File: src/design/fpn_pkg.sv
// Package for the fractal Perlin noise stream generator.
// Holds request codes, register indexes, field widths and the Q1.15 saturation helper.
// No dependencies.
package fpn_pkg;

  // Request codes carried in the input tuser field.
  localparam logic [1:0] OP_LOAD    = 2'd0;
  localparam logic [1:0] OP_GEN     = 2'd1;
  localparam logic [1:0] OP_RESTART = 2'd2;

  // Configuration register indexes.
  localparam logic [1:0] REG_STEP    = 2'd0;
  localparam logic [1:0] REG_OCTAVES = 2'd1;
  localparam logic [1:0] REG_PERSIST = 2'd2;
  localparam logic [1:0] REG_LACUN   = 2'd3;

  // Field widths.
  localparam int CNT_W  = 7;
  localparam int IDX_W  = 16;
  localparam int GRAD_W = 16;
  localparam int MUL_W  = 33;
  localparam int PROD_W = 2 * MUL_W;

  // Saturate a sign and a 17-bit magnitude to Q1.15.
  function automatic logic signed [15:0] sat_q15(input logic neg, input logic [16:0] mag);
    logic signed [15:0] res;
    if (neg) begin
      res = (mag > 17'd32768) ? 16'sh8000 : 16'(-$signed({1'b0, mag}));
    end else begin
      res = (mag > 17'd32767) ? 16'sh7fff : $signed(mag[15:0]);
    end
    return res;
  endfunction

endpackage

File: src/design/fpn_mul.sv
// Shared signed multiplier with a registered product.
// Uses fpn_pkg for operand and product widths.
module fpn_mul
  import fpn_pkg::*;
(
  input  logic                     clk_i,
  input  logic signed [MUL_W-1:0]  a_i,
  input  logic signed [MUL_W-1:0]  b_i,
  output logic signed [PROD_W-1:0] p_o
);

  // One product per cycle, registered.
  always_ff @(posedge clk_i) begin
    p_o <= a_i * b_i;
  end

endmodule

File: config.mk
export PLATFORM = sky130hd
export DESIGN_NAME = fpn_mul
export DESIGN_NICKNAME = d
export VERILOG_FILES = /design/src/design/fpn_pkg.sv /design/src/design/fpn_mul.sv
export SDC_FILE = /design/constraint.sdc
export NUM_CORES = 2
export LEC_CHECK = 0
export BUFFER_PORTS_ARGS = -buffer_cell sky130_fd_sc_hd__clkbuf_2
export CAP_MARGIN = 5
export CORE_MARGIN = 3
export CORE_UTILIZATION = 40
export DETAILED_ROUTE_END_ITERATION = 16
export PLACE_DENSITY = 0.53
export SLEW_MARGIN = 40
export SYNTH_ARGS = -nofsm -noshare
export SYNTH_HDL_FRONTEND = slang
export SYNTH_SLANG_ARGS = --single-unit
File: constraint.sdc
create_clock -name clk_i -period 22.4 [get_ports clk_i]
set_clock_uncertainty 0.2 [all_clocks]
set_input_delay 2.24 -clock clk_i [delete_from_list [all_inputs] [get_ports clk_i]]
set_output_delay 2.24 -clock clk_i [all_outputs]
set_load 0.005 [all_outputs]
==> results.tsv <==
stage	metric	value	unit
hold_path	worstHoldStart	a_i[0]	
run	maxCapViolations	0	
timing	worst_slew_margin_rel	31.22	%
cts	postCtsResizedCells	0	
cts	clk_pin_slew_worst_paths	70	ps
global_route	grt_antenna_before_repair	11	
layout	flow.area_growth_from_synthesis	5.477	%
drt	routed_via_density	4.971	
layout	final_layout_size_suffix_gt1_share	5.540	%
global_route	grt_remaining_overflow	0	
yosys	synth_cells	4338	
drt	met3_length	5989	um
drt	first_pass_iters	5	
placement	portBuffers	132	
yosys	seq_area_frac_synth	3.244	%
timing	peak_freq	0.09497	GHz
yosys	netlist.area_leader.share	56.27	%
cts	root_buffer	sky130_fd_sc_hd__clkbuf_16	
die	chipHeight	325.1	um
yosys	mappedNetlistArea	40730	um2
run_status	run_status	finished clean	
critical_path	critPathMaxStageDelay	810	ps
global_route	grtUsageTotal	23.34	%
die	floorplan.core_area	100600	um2
placement	finalWeightedCongestion	0.9082	
drt	totalWireLength	117000	um
yosys	yosysWarnings	0	
critical_path	path_buf_inv	8	
drt	ant_nets	0	
die	initial_core_utilization	40.50	%
hold_path	holdPathStages	3	
drt	route.vias.total	28190	
yosys	yosysTopAreaCell	sky130_fd_sc_hd__fa_1	
yosys	netlist-cell-type-count	80	
timing	worst_pin_slew	1032	ps
hold_path	end_point_of_the_worst_hold_path	p_o[0]$_DFF_P_	
timing	finalMaxSlewViolations	0	
timing	fin_crit_sh	47.01	%
layout	finalNetCount	5738	
critical_path	critical-path-top-cell-by-count	sky130_fd_sc_hd__fa_1	
timing	finalWorstPathRequiredPeriod	10530	ps
drt	dr.first_iter.drc_count	1564	
critical_path	family_with_the_most_delay_on_the_worst_path	adder cells	
critical_path	critical_path_required	22530	ps
drt	routed-wl-met2	58340	um
global_route	grt_pass1_wl	188600	um
placement	dpl.cell_count	5654	
layout	stdcell_count	5672	
layout	largest_register	p_o	
critical_path	critPathKind	in -> reg	
placement	placement.setup.worst_slack	11600	ps
critical_path	critPathSlowestCell	sky130_fd_sc_hd__a21oi_1	
drt	remaining_drc_errors	0	
drt	route.detailed.wl_per_inst	20.62	um
placement	dpl.hpwl	92950	um
cts	post-cts-setup-buffer-count	0	
layout	layout.filler_cells	10010	
cts	sink_count	66	
critical_path	crit_path_end_kind	flop	
yosys	synth.area.top_cells	sky130_fd_sc_hd__fa_1 (56%), sky130_fd_sc_hd__inv_1 (10%), sky130_fd_sc_hd__and2_1 (8.6%), sky130_fd_sc_hd__ha_1 (6.7%), sky130_fd_sc_hd__nand2_1 (5.1%)	
die	design.portCount	133	
yosys	postSynthAreaPerCell	9.390	um2
hold_path	timing.hold.worst.class	in -> reg	
yosys	postSynth.asyncResetShare	0	%
global_route	via_count_of_the_first_global_routing_pass	31460	
yosys	ys_ff_latch	66	
layout	reg.largest.list	p_o (66)	
die	placement_rows	116	
yosys	synth-edff-count	0	
die	die_w	325.1	um
drt	routedLengthMet1	49160	um
yosys	synth_flop_cell	sky130_fd_sc_hd__dfxtp_1	
timing	setup_viol	0	
cts	hold_buffers	0	
drt	top_sig_layer	met5	
cts	cts_tree	done	
cts	numCtsBuffers	9	
layout	largest_register_ffs	66	
critical_path	arrival	10660	ps
critical_path	cp-start-kind	input port	
timing	finalSetupTns	0	ps
timing	hold_viol_final	0	
timing	grt_setup_unrepaired	false	
yosys	syn_nets	5767	
cts	clock_tree.htree_level_count	3	
die	die_area	105700	um2
critical_path	worst-path-max-fanout	33	
global_route	grt_start_max_net_pins	34	
timing	min_setup_slack_post_route	11870	ps
cts	cts.path.max_buffers	2	
## metrics by stage
stage / cell area, um2 / hold slack (ps) / utilization, %
final: 42970 / 2258 / 42.72
after global routing: 42960 / 2293 / 42.71
after CTS: 42940 / 2235 / 42.70
after detailed placement: 42650 / 2411 / 42.40
after global placement: 42590 / 2411 / 42.35
after floorplan: 40730 / 2167 / -
## cells in the final DEF (no fill, tap or decap), drive strengths merged, types with 6 or more instances in the layout
cell type / n
o21bai: 11
xnor2: 43
nand4: 12
nand2b: 12
nor3: 7
inv: 1131
nand3: 26
and2: 563
clkbuf: 133
a21oi: 61
ha: 217
a31oi: 9
o21a: 6
dfxtp: 66
a21o: 38
nand2: 551
fa: 1145
o31ai: 7
and3: 6
a211o: 6
a211oi: 11
buf: 57
nor2: 68
o21ai: 33
xor2: 25
## logic make-up after synthesis
logic type	synth area share, %
buffers and inverters	12.51
XOR/XNOR	1.462
flip-flops	3.244
AND/OR/NAND/NOR	15.78
AO/OA/AOI/OAI	4.067
adder cells (fa/ha/maj)	62.94
## worst max-delay path by stage
stage | from | end | slack, ps | cells past startpoint
6_report | b_i[0] | p_o[53]$_DFF_P_ | 11870 | 25
5_1_grt | b_i[0] | p_o[53]$_DFF_P_ | 11730 | 25
4_1_cts | a_i[32] | p_o[58]$_DFF_P_ | 12010 | 22
3_5_place_dp | a_i[32] | p_o[58]$_DFF_P_ | 11600 | 22
3_3_place_gp | a_i[32] | p_o[58]$_DFF_P_ | 11230 | 22
2_1_floorplan | a_i[32] | p_o[62]$_DFF_P_ | 12720 | 23
## final cells by class
type                       count  area [um2]  area share, %
clock buffer                   9       225.2         0.5242
sequential                    66        1321          3.075
multi-input combinational   2920       34330          79.91
timing repair buffer         181        1069          2.487
tap                         1357        1698          3.952
antenna                        1       2.502       0.005824
inverter                    1131        4245          9.881
clock inverter                 7       70.07         0.1631
## synth_stat cells, types with 3 or more instances
master	number
sky130_fd_sc_hd__fa_1	1145
sky130_fd_sc_hd__o21ai_0	25
sky130_fd_sc_hd__nand3_1	25
sky130_fd_sc_hd__and2_1	562
sky130_fd_sc_hd__nand4_1	11
sky130_fd_sc_hd__xor2_1	25
sky130_fd_sc_hd__nor2b_1	5
sky130_fd_sc_hd__o31ai_4	3
sky130_fd_sc_hd__nand2b_1	12
sky130_fd_sc_hd__a21o_1	36
sky130_fd_sc_hd__a31oi_1	8
sky130_fd_sc_hd__and3_1	5
sky130_fd_sc_hd__nor2_1	68
sky130_fd_sc_hd__o21bai_1	11
sky130_fd_sc_hd__xnor2_1	43
sky130_fd_sc_hd__and4_1	5
sky130_fd_sc_hd__o21a_1	6
sky130_fd_sc_hd__a21oi_1	57
sky130_fd_sc_hd__buf_2	11
sky130_fd_sc_hd__ha_1	217
sky130_fd_sc_hd__o21ai_1	6
sky130_fd_sc_hd__inv_1	1131
sky130_fd_sc_hd__a21oi_2	3
sky130_fd_sc_hd__a211oi_1	7
sky130_fd_sc_hd__o211ai_1	4
sky130_fd_sc_hd__nand2_1	551
sky130_fd_sc_hd__clkbuf_1	208
sky130_fd_sc_hd__a211oi_2	3
sky130_fd_sc_hd__dfxtp_1	66
sky130_fd_sc_hd__a211o_1	6
sky130_fd_sc_hd__nor3_1	7
sky130_fd_sc_hd__or3_1	3
sky130_fd_sc_hd__or2_2	3
## tightest hold or removal path, stage by stage
cell                       delay (ps)
sky130_fd_sc_hd__clkbuf_2          80
sky130_fd_sc_hd__buf_4            280
sky130_fd_sc_hd__and2_1           230
## metal layers
metal  GRT usage [%]  vias up
li1                -    12260
met1           30.98    15050
met2           39.79      716
met3           3.681      157
met4           6.342        6
met5               0        -
Power is left out: the tool's default activity adds up to more than one toggle a clock period on the data nets, which glitch-free logic cannot reach.
