[src/design/fpn_pkg.sv]
// Package for the fractal Perlin noise stream generator.
// Holds request codes, register indexes, field widths and the Q1.15 saturation helper.
// No dependencies.
package fpn_pkg;

  // Request codes carried in the input tuser field.
  localparam logic [1:0] OP_LOAD    = 2'd0;
  localparam logic [1:0] OP_GEN     = 2'd1;
  localparam logic [1:0] OP_RESTART = 2'd2;

  // Configuration register indexes.
  localparam logic [1:0] REG_STEP    = 2'd0;
  localparam logic [1:0] REG_OCTAVES = 2'd1;
  localparam logic [1:0] REG_PERSIST = 2'd2;
  localparam logic [1:0] REG_LACUN   = 2'd3;

  // Field widths.
  localparam int CNT_W  = 7;
  localparam int IDX_W  = 16;
  localparam int GRAD_W = 16;
  localparam int MUL_W  = 33;
  localparam int PROD_W = 2 * MUL_W;

  // Saturate a sign and a 17-bit magnitude to Q1.15.
  function automatic logic signed [15:0] sat_q15(input logic neg, input logic [16:0] mag);
    logic signed [15:0] res;
    if (neg) begin
      res = (mag > 17'd32768) ? 16'sh8000 : 16'(-$signed({1'b0, mag}));
    end else begin
      res = (mag > 17'd32767) ? 16'sh7fff : $signed(mag[15:0]);
    end
    return res;
  endfunction

endpackage

[src/design/fpn_div.sv]
// Iterative restoring divider: octave total over amplitude sum, saturated to Q1.15.
// Uses fpn_pkg for the saturation helper. One quotient bit per cycle, 17 bits.
module fpn_div
  import fpn_pkg::*;
#(
  parameter int TW  = 41,
  parameter int ASW = 21
) (
  input  logic                  clk_i,
  input  logic                  rst_ni,
  input  logic                  start_i,
  input  logic signed [TW-1:0]  total_i,
  input  logic [ASW-1:0]        asum_i,
  output logic                  done_o,
  output logic signed [15:0]    sample_o
);

  localparam int DW = ASW + 16;

  logic              busy_q;
  logic              done_q;
  logic [4:0]        cnt_q;
  logic [TW-1:0]     rem_q;
  logic [DW-1:0]     dsh_q;
  logic [16:0]       quo_q;
  logic              neg_q;
  logic signed [15:0] res_q;

  logic [TW-1:0]     mag;
  logic              sat;
  logic              fits;
  logic [16:0]       quo_d;

  // Magnitude of the total and the overflow check against the divisor shifted by 17.
  always_comb begin
    mag   = total_i[TW-1] ? TW'(-total_i) : TW'(total_i);
    sat   = mag >= TW'({asum_i, 17'd0});
    fits  = rem_q >= TW'(dsh_q);
    quo_d = {quo_q[15:0], fits};
  end

  // Divider sequencing.
  always_ff @(posedge clk_i or negedge rst_ni) begin
    if (!rst_ni) begin
      busy_q <= 1'b0;
      done_q <= 1'b0;
      cnt_q  <= 5'd0;
    end else begin
      done_q <= 1'b0;
      if (start_i) begin
        if (sat) begin
          done_q <= 1'b1;
        end else begin
          busy_q <= 1'b1;
          cnt_q  <= 5'd17;
        end
      end else if (busy_q) begin
        cnt_q <= cnt_q - 5'd1;
        if (cnt_q == 5'd1) begin
          busy_q <= 1'b0;
          done_q <= 1'b1;
        end
      end
    end
  end

  // Datapath: one compare and subtract per cycle.
  always_ff @(posedge clk_i) begin
    if (start_i) begin
      neg_q <= total_i[TW-1];
      rem_q <= mag;
      dsh_q <= {asum_i, 16'd0};
      quo_q <= 17'd0;
      if (sat) begin
        res_q <= total_i[TW-1] ? 16'sh8000 : 16'sh7fff;
      end
    end else if (busy_q) begin
      if (fits) begin
        rem_q <= rem_q - TW'(dsh_q);
      end
      dsh_q <= dsh_q >> 1;
      quo_q <= quo_d;
      if (cnt_q == 5'd1) begin
        res_q <= sat_q15(neg_q, quo_d);
      end
    end
  end

  assign done_o   = done_q;
  assign sample_o = res_q;

endmodule

[config.mk]
export PLATFORM = sky130hd
export DESIGN_NAME = fpn_div
export DESIGN_NICKNAME = d
export VERILOG_FILES = /design/src/design/fpn_pkg.sv /design/src/design/fpn_div.sv
export SDC_FILE = /design/constraint.sdc
export NUM_CORES = 1
export LEC_CHECK = 0
export BUFFER_PORTS_ARGS = -buffer_cell sky130_fd_sc_hd__buf_2
export CAP_MARGIN = 25
export CORE_ASPECT_RATIO = 0.8
export CORE_MARGIN = 8
export CORE_UTILIZATION = 57
export CTS_CLUSTER_DIAMETER = 60
export DETAILED_ROUTE_END_ITERATION = 12
export PLACE_DENSITY = 0.87
export RECOVER_POWER = 100
export SYNTH_ARGS = -nofsm -noshare
export SYNTH_HDL_FRONTEND = slang
export SYNTH_SLANG_ARGS = --single-unit
[constraint.sdc]
create_clock -name clk_i -period 11.9 [get_ports clk_i]
set_input_delay 2.38 -clock clk_i [delete_from_list [all_inputs] [get_ports clk_i]]
set_output_delay 2.38 -clock clk_i [all_outputs]
set_load 0.03 [all_outputs]
==> impl_metrics.csv <==
group,metric,value,unit
place,dp.cells,1309,
sta,slew_headroom,-144.4,%
setup_path,path_max_fanout,91,
clock_network,clkTransAtPathRegs,0.05,ns
sta,layout_min_cycle_time,7.759,ns
synth,post-synth-top-count-cell,"nand2_1",
power,cellPowerDensity,251.4,nW/um^2
clock_network,insertion_delay,0.43,ns
sta,hold_viol,0,
setup_path,cp-end-kind,"register",
run_status,status,"finished, violations left",
min_path,hold_class,"register to register",
floorplan,io_pins,82,
clock_network,cts_buffer_depth,2,
power,ir_drop,0.1425,mV
setup_path,critPathArrivalTime,7.77,ns
synth,ys_types,69,
synth,yosys_warnings,0,
routing,wl_per_cell,18.14,um
sta,finalSetupViolations,0,
synth,ys_ff_latch,118,
setup_path,path_cells,"clkbuf_1 -> clkbuf_1 -> or2_0",
sta,rsz0062_at_grt,"false",
routing,drt-vias-per-instance,6.184,
setup_path,crit_path_frequent_cell,"clkbuf_1",
synth,synth.avg_cell_area,8.489,sq um
routing,drt-total-wl,24.34,mm
floorplan,die_x,155.9,um
setup_path,critPathBufInv,2,
clock_network,postCtsHoldBufs,0,
synth,yosysTopAreaCell,"edfxtp_1",
clock_network,htree_levels,4,
synth,synth_top_cell_area_share,26.59,%
routing,drc,0,
clock_network,root_buffer,"clkbuf_16",
floorplan,die-area,19940,sq um
final_layout,syn2layout_area_growth,12.16,%
routing,vias,8299,
place,dp_hpwl,17.62,mm
run,drv_cap,6,
floorplan,start_util,57.40,%
grt,grt_max_degree,92,
clock_network,clock_sinks,118,
clock_network,cts_buffers,17,
sta,worst_slew_pin_slew,3.666,ns
synth,synthFlopType,"edfxtp_1",
setup_path,critical_path_class,"input port to register",
setup_path,critPathTopFamily,"buffers and inverters",
floorplan,core-area,15540,sq um
synth,synth_cells,1051,
synth,synth_edf_count,79,
place,dpl_cell_area,9470,sq um
sta,maxSlewViolCount,283,
final_layout,finalInstanceArea,10010,sq um
grt,antenna_found_initial,1,
sta,period_share,65.20,%
clock_network,cts_resized,0,
setup_path,cp-start-kind,"input port",
setup_path,required,11.92,ns
synth,yosysSeqAreaShare,35.73,%
grt,grt-ovfl-total,0,
place,gp_routability_congestion,0.9857,
synth,async_reset_ff_share,5.932,%
power,total_power,2.516,mW
place,io_buffer_count,81,
floorplan,rows,41,
final_layout,nNetsFinal,1242,
final_layout,final_cells,1342,
clock_network,cts_setup_buffers,0,
final_layout,drive_gt1_share,9.059,%
sta,tns,0,ns
setup_path,crit_path_top_delay_cell,"clkbuf_1",
grt,grt_pass1_vias,7750,
routing,first_iter_violations,1061,
routing,first_pass_iters,6,
grt,grt_usage,24.56,%
synth,synth_area_leaders,"edfxtp_1 27%, ha_1 8.8%, dfxtp_1 7.2%",
setup_path,max_stage_delay,2.64,ns
grt,grt_first_pass_wirelength,39.04,mm
power,p_leak,4.240,nW
routing,ant_nets,0,
sta,skew,0.008342,ns
floorplan,fp.dieH,127.9,um
synth,synth_area,8922,sq um
synth,syn-num-nets,1180,
clock_network,cts_tree,"done",
run_status,violations,"max-capacitance violations, max-slew violations",
synth,synthTopCellsByCount,"121 x nand2_1, 91 x nor2_1, 79 x edfxtp_1",
sta,fmax,128.9,MHz
sta,hold_ws,0.5195,ns
report_power, final:
group / switching, mW / internal [mW]
clock network: 0.200 / 0.329
registers: 0.0665 / 0.617
logic: 0.801 / 0.503
cell usage in the layout (no fill, tap or decap), types with 19 or more instances in the layout:
cell	count
nand2_1	121
nor2_1	91
o21ai_0	79
edfxtp_1	79
inv_1	78
a21oi_1	76
ha_1	63
buf_2	61
xnor2_1	44
mux2i_1	35
dfxtp_1	32
clkbuf_1	28
nor3_1	27
xor2_1	27
a21o_1	19
sequential cells by signal (all words and copies together), names as in the netlist:
signal / cells
rem_q: 41
dsh_q: 37
quo_q: 16
sample_o: 16
cnt_q: 5
busy_q: 1
done_o: 1
neg_q: 1
metal layers:
layer	global-route usage, %	routed length, um	up-vias
li1	-	-	3913
met4	9.795	633	0
met2	36.23	10280	459
met1	33.63	10910	3868
met5	0	0	-
met3	6.402	2523	59
layout make-up:
cell class / instances / area [sq um]
diodes: 1 / 2.502
flip-flops and latches: 118 / 3189
inverters: 79 / 296.5
clock buffers: 20 / 436.7
repair buffers: 87 / 406.6
clock inverters: 12 / 153.9
fillers: 1307 / 5537
well taps: 215 / 269.0
multi-input cells: 810 / 5253
worst paths after layout:
check,from,end,slack (ns),cells after the start
setup / recovery,start_i,dsh_q[28]$_DFFE_PP_,4.14,3
hold / removal,dsh_q[0]$_SDFFE_PP0P_,dsh_q[0]$_SDFFE_PP0P_,0.52,2
setup reg to reg,rem_q[12]$_DFFE_PP_,sample_o[7]$_DFFE_PP_,5.63,17
hold reg to reg,dsh_q[0]$_SDFFE_PP0P_,dsh_q[0]$_SDFFE_PP0P_,0.52,2
max in group asynchronous,rst_ni,busy_q$_DFFE_PN0P_,9.75,1
min in group asynchronous,rst_ni,cnt_q[4]$_DFFE_PN0P_,1.85,1
per-stage QoR:
stage | util (%) | setup slack [ns]
final | 64.38 | 4.141
after floorplan | - | 5.519
after global placement | 60.93 | 5.257
after detailed placement | 60.93 | 5.060
after CTS | 64.73 | 5.428
after global routing | 64.38 | 3.632
cells by family (layout without fill, tap and decap cells):
kind of cell             Yosys count  in the layout  synth area share [%]
AO/OA/AOI/OAI                    278            278                 19.46
XOR/XNOR                          71             71                 6.970
adder cells (fa/ha/maj)           64             64                 9.059
buffers and inverters            123            198                 5.287
flip-flops                       118            118                 35.73
multiplexers                      38             38                 4.305
other                              0              1                     0
AND/OR/NAND/NOR                  359            359                 19.18
worst reg2reg max path: cells and delay by family (launching register included):
kind,cells,cell delay [ns]
buffers and inverters,1,0.34
adder cells (fa/ha/maj),2,0.68
flip-flops,1,0.39
AO/OA/AOI/OAI,8,2.36
AND/OR/NAND/NOR,6,2.33
(Power assumes the default switching activity.)
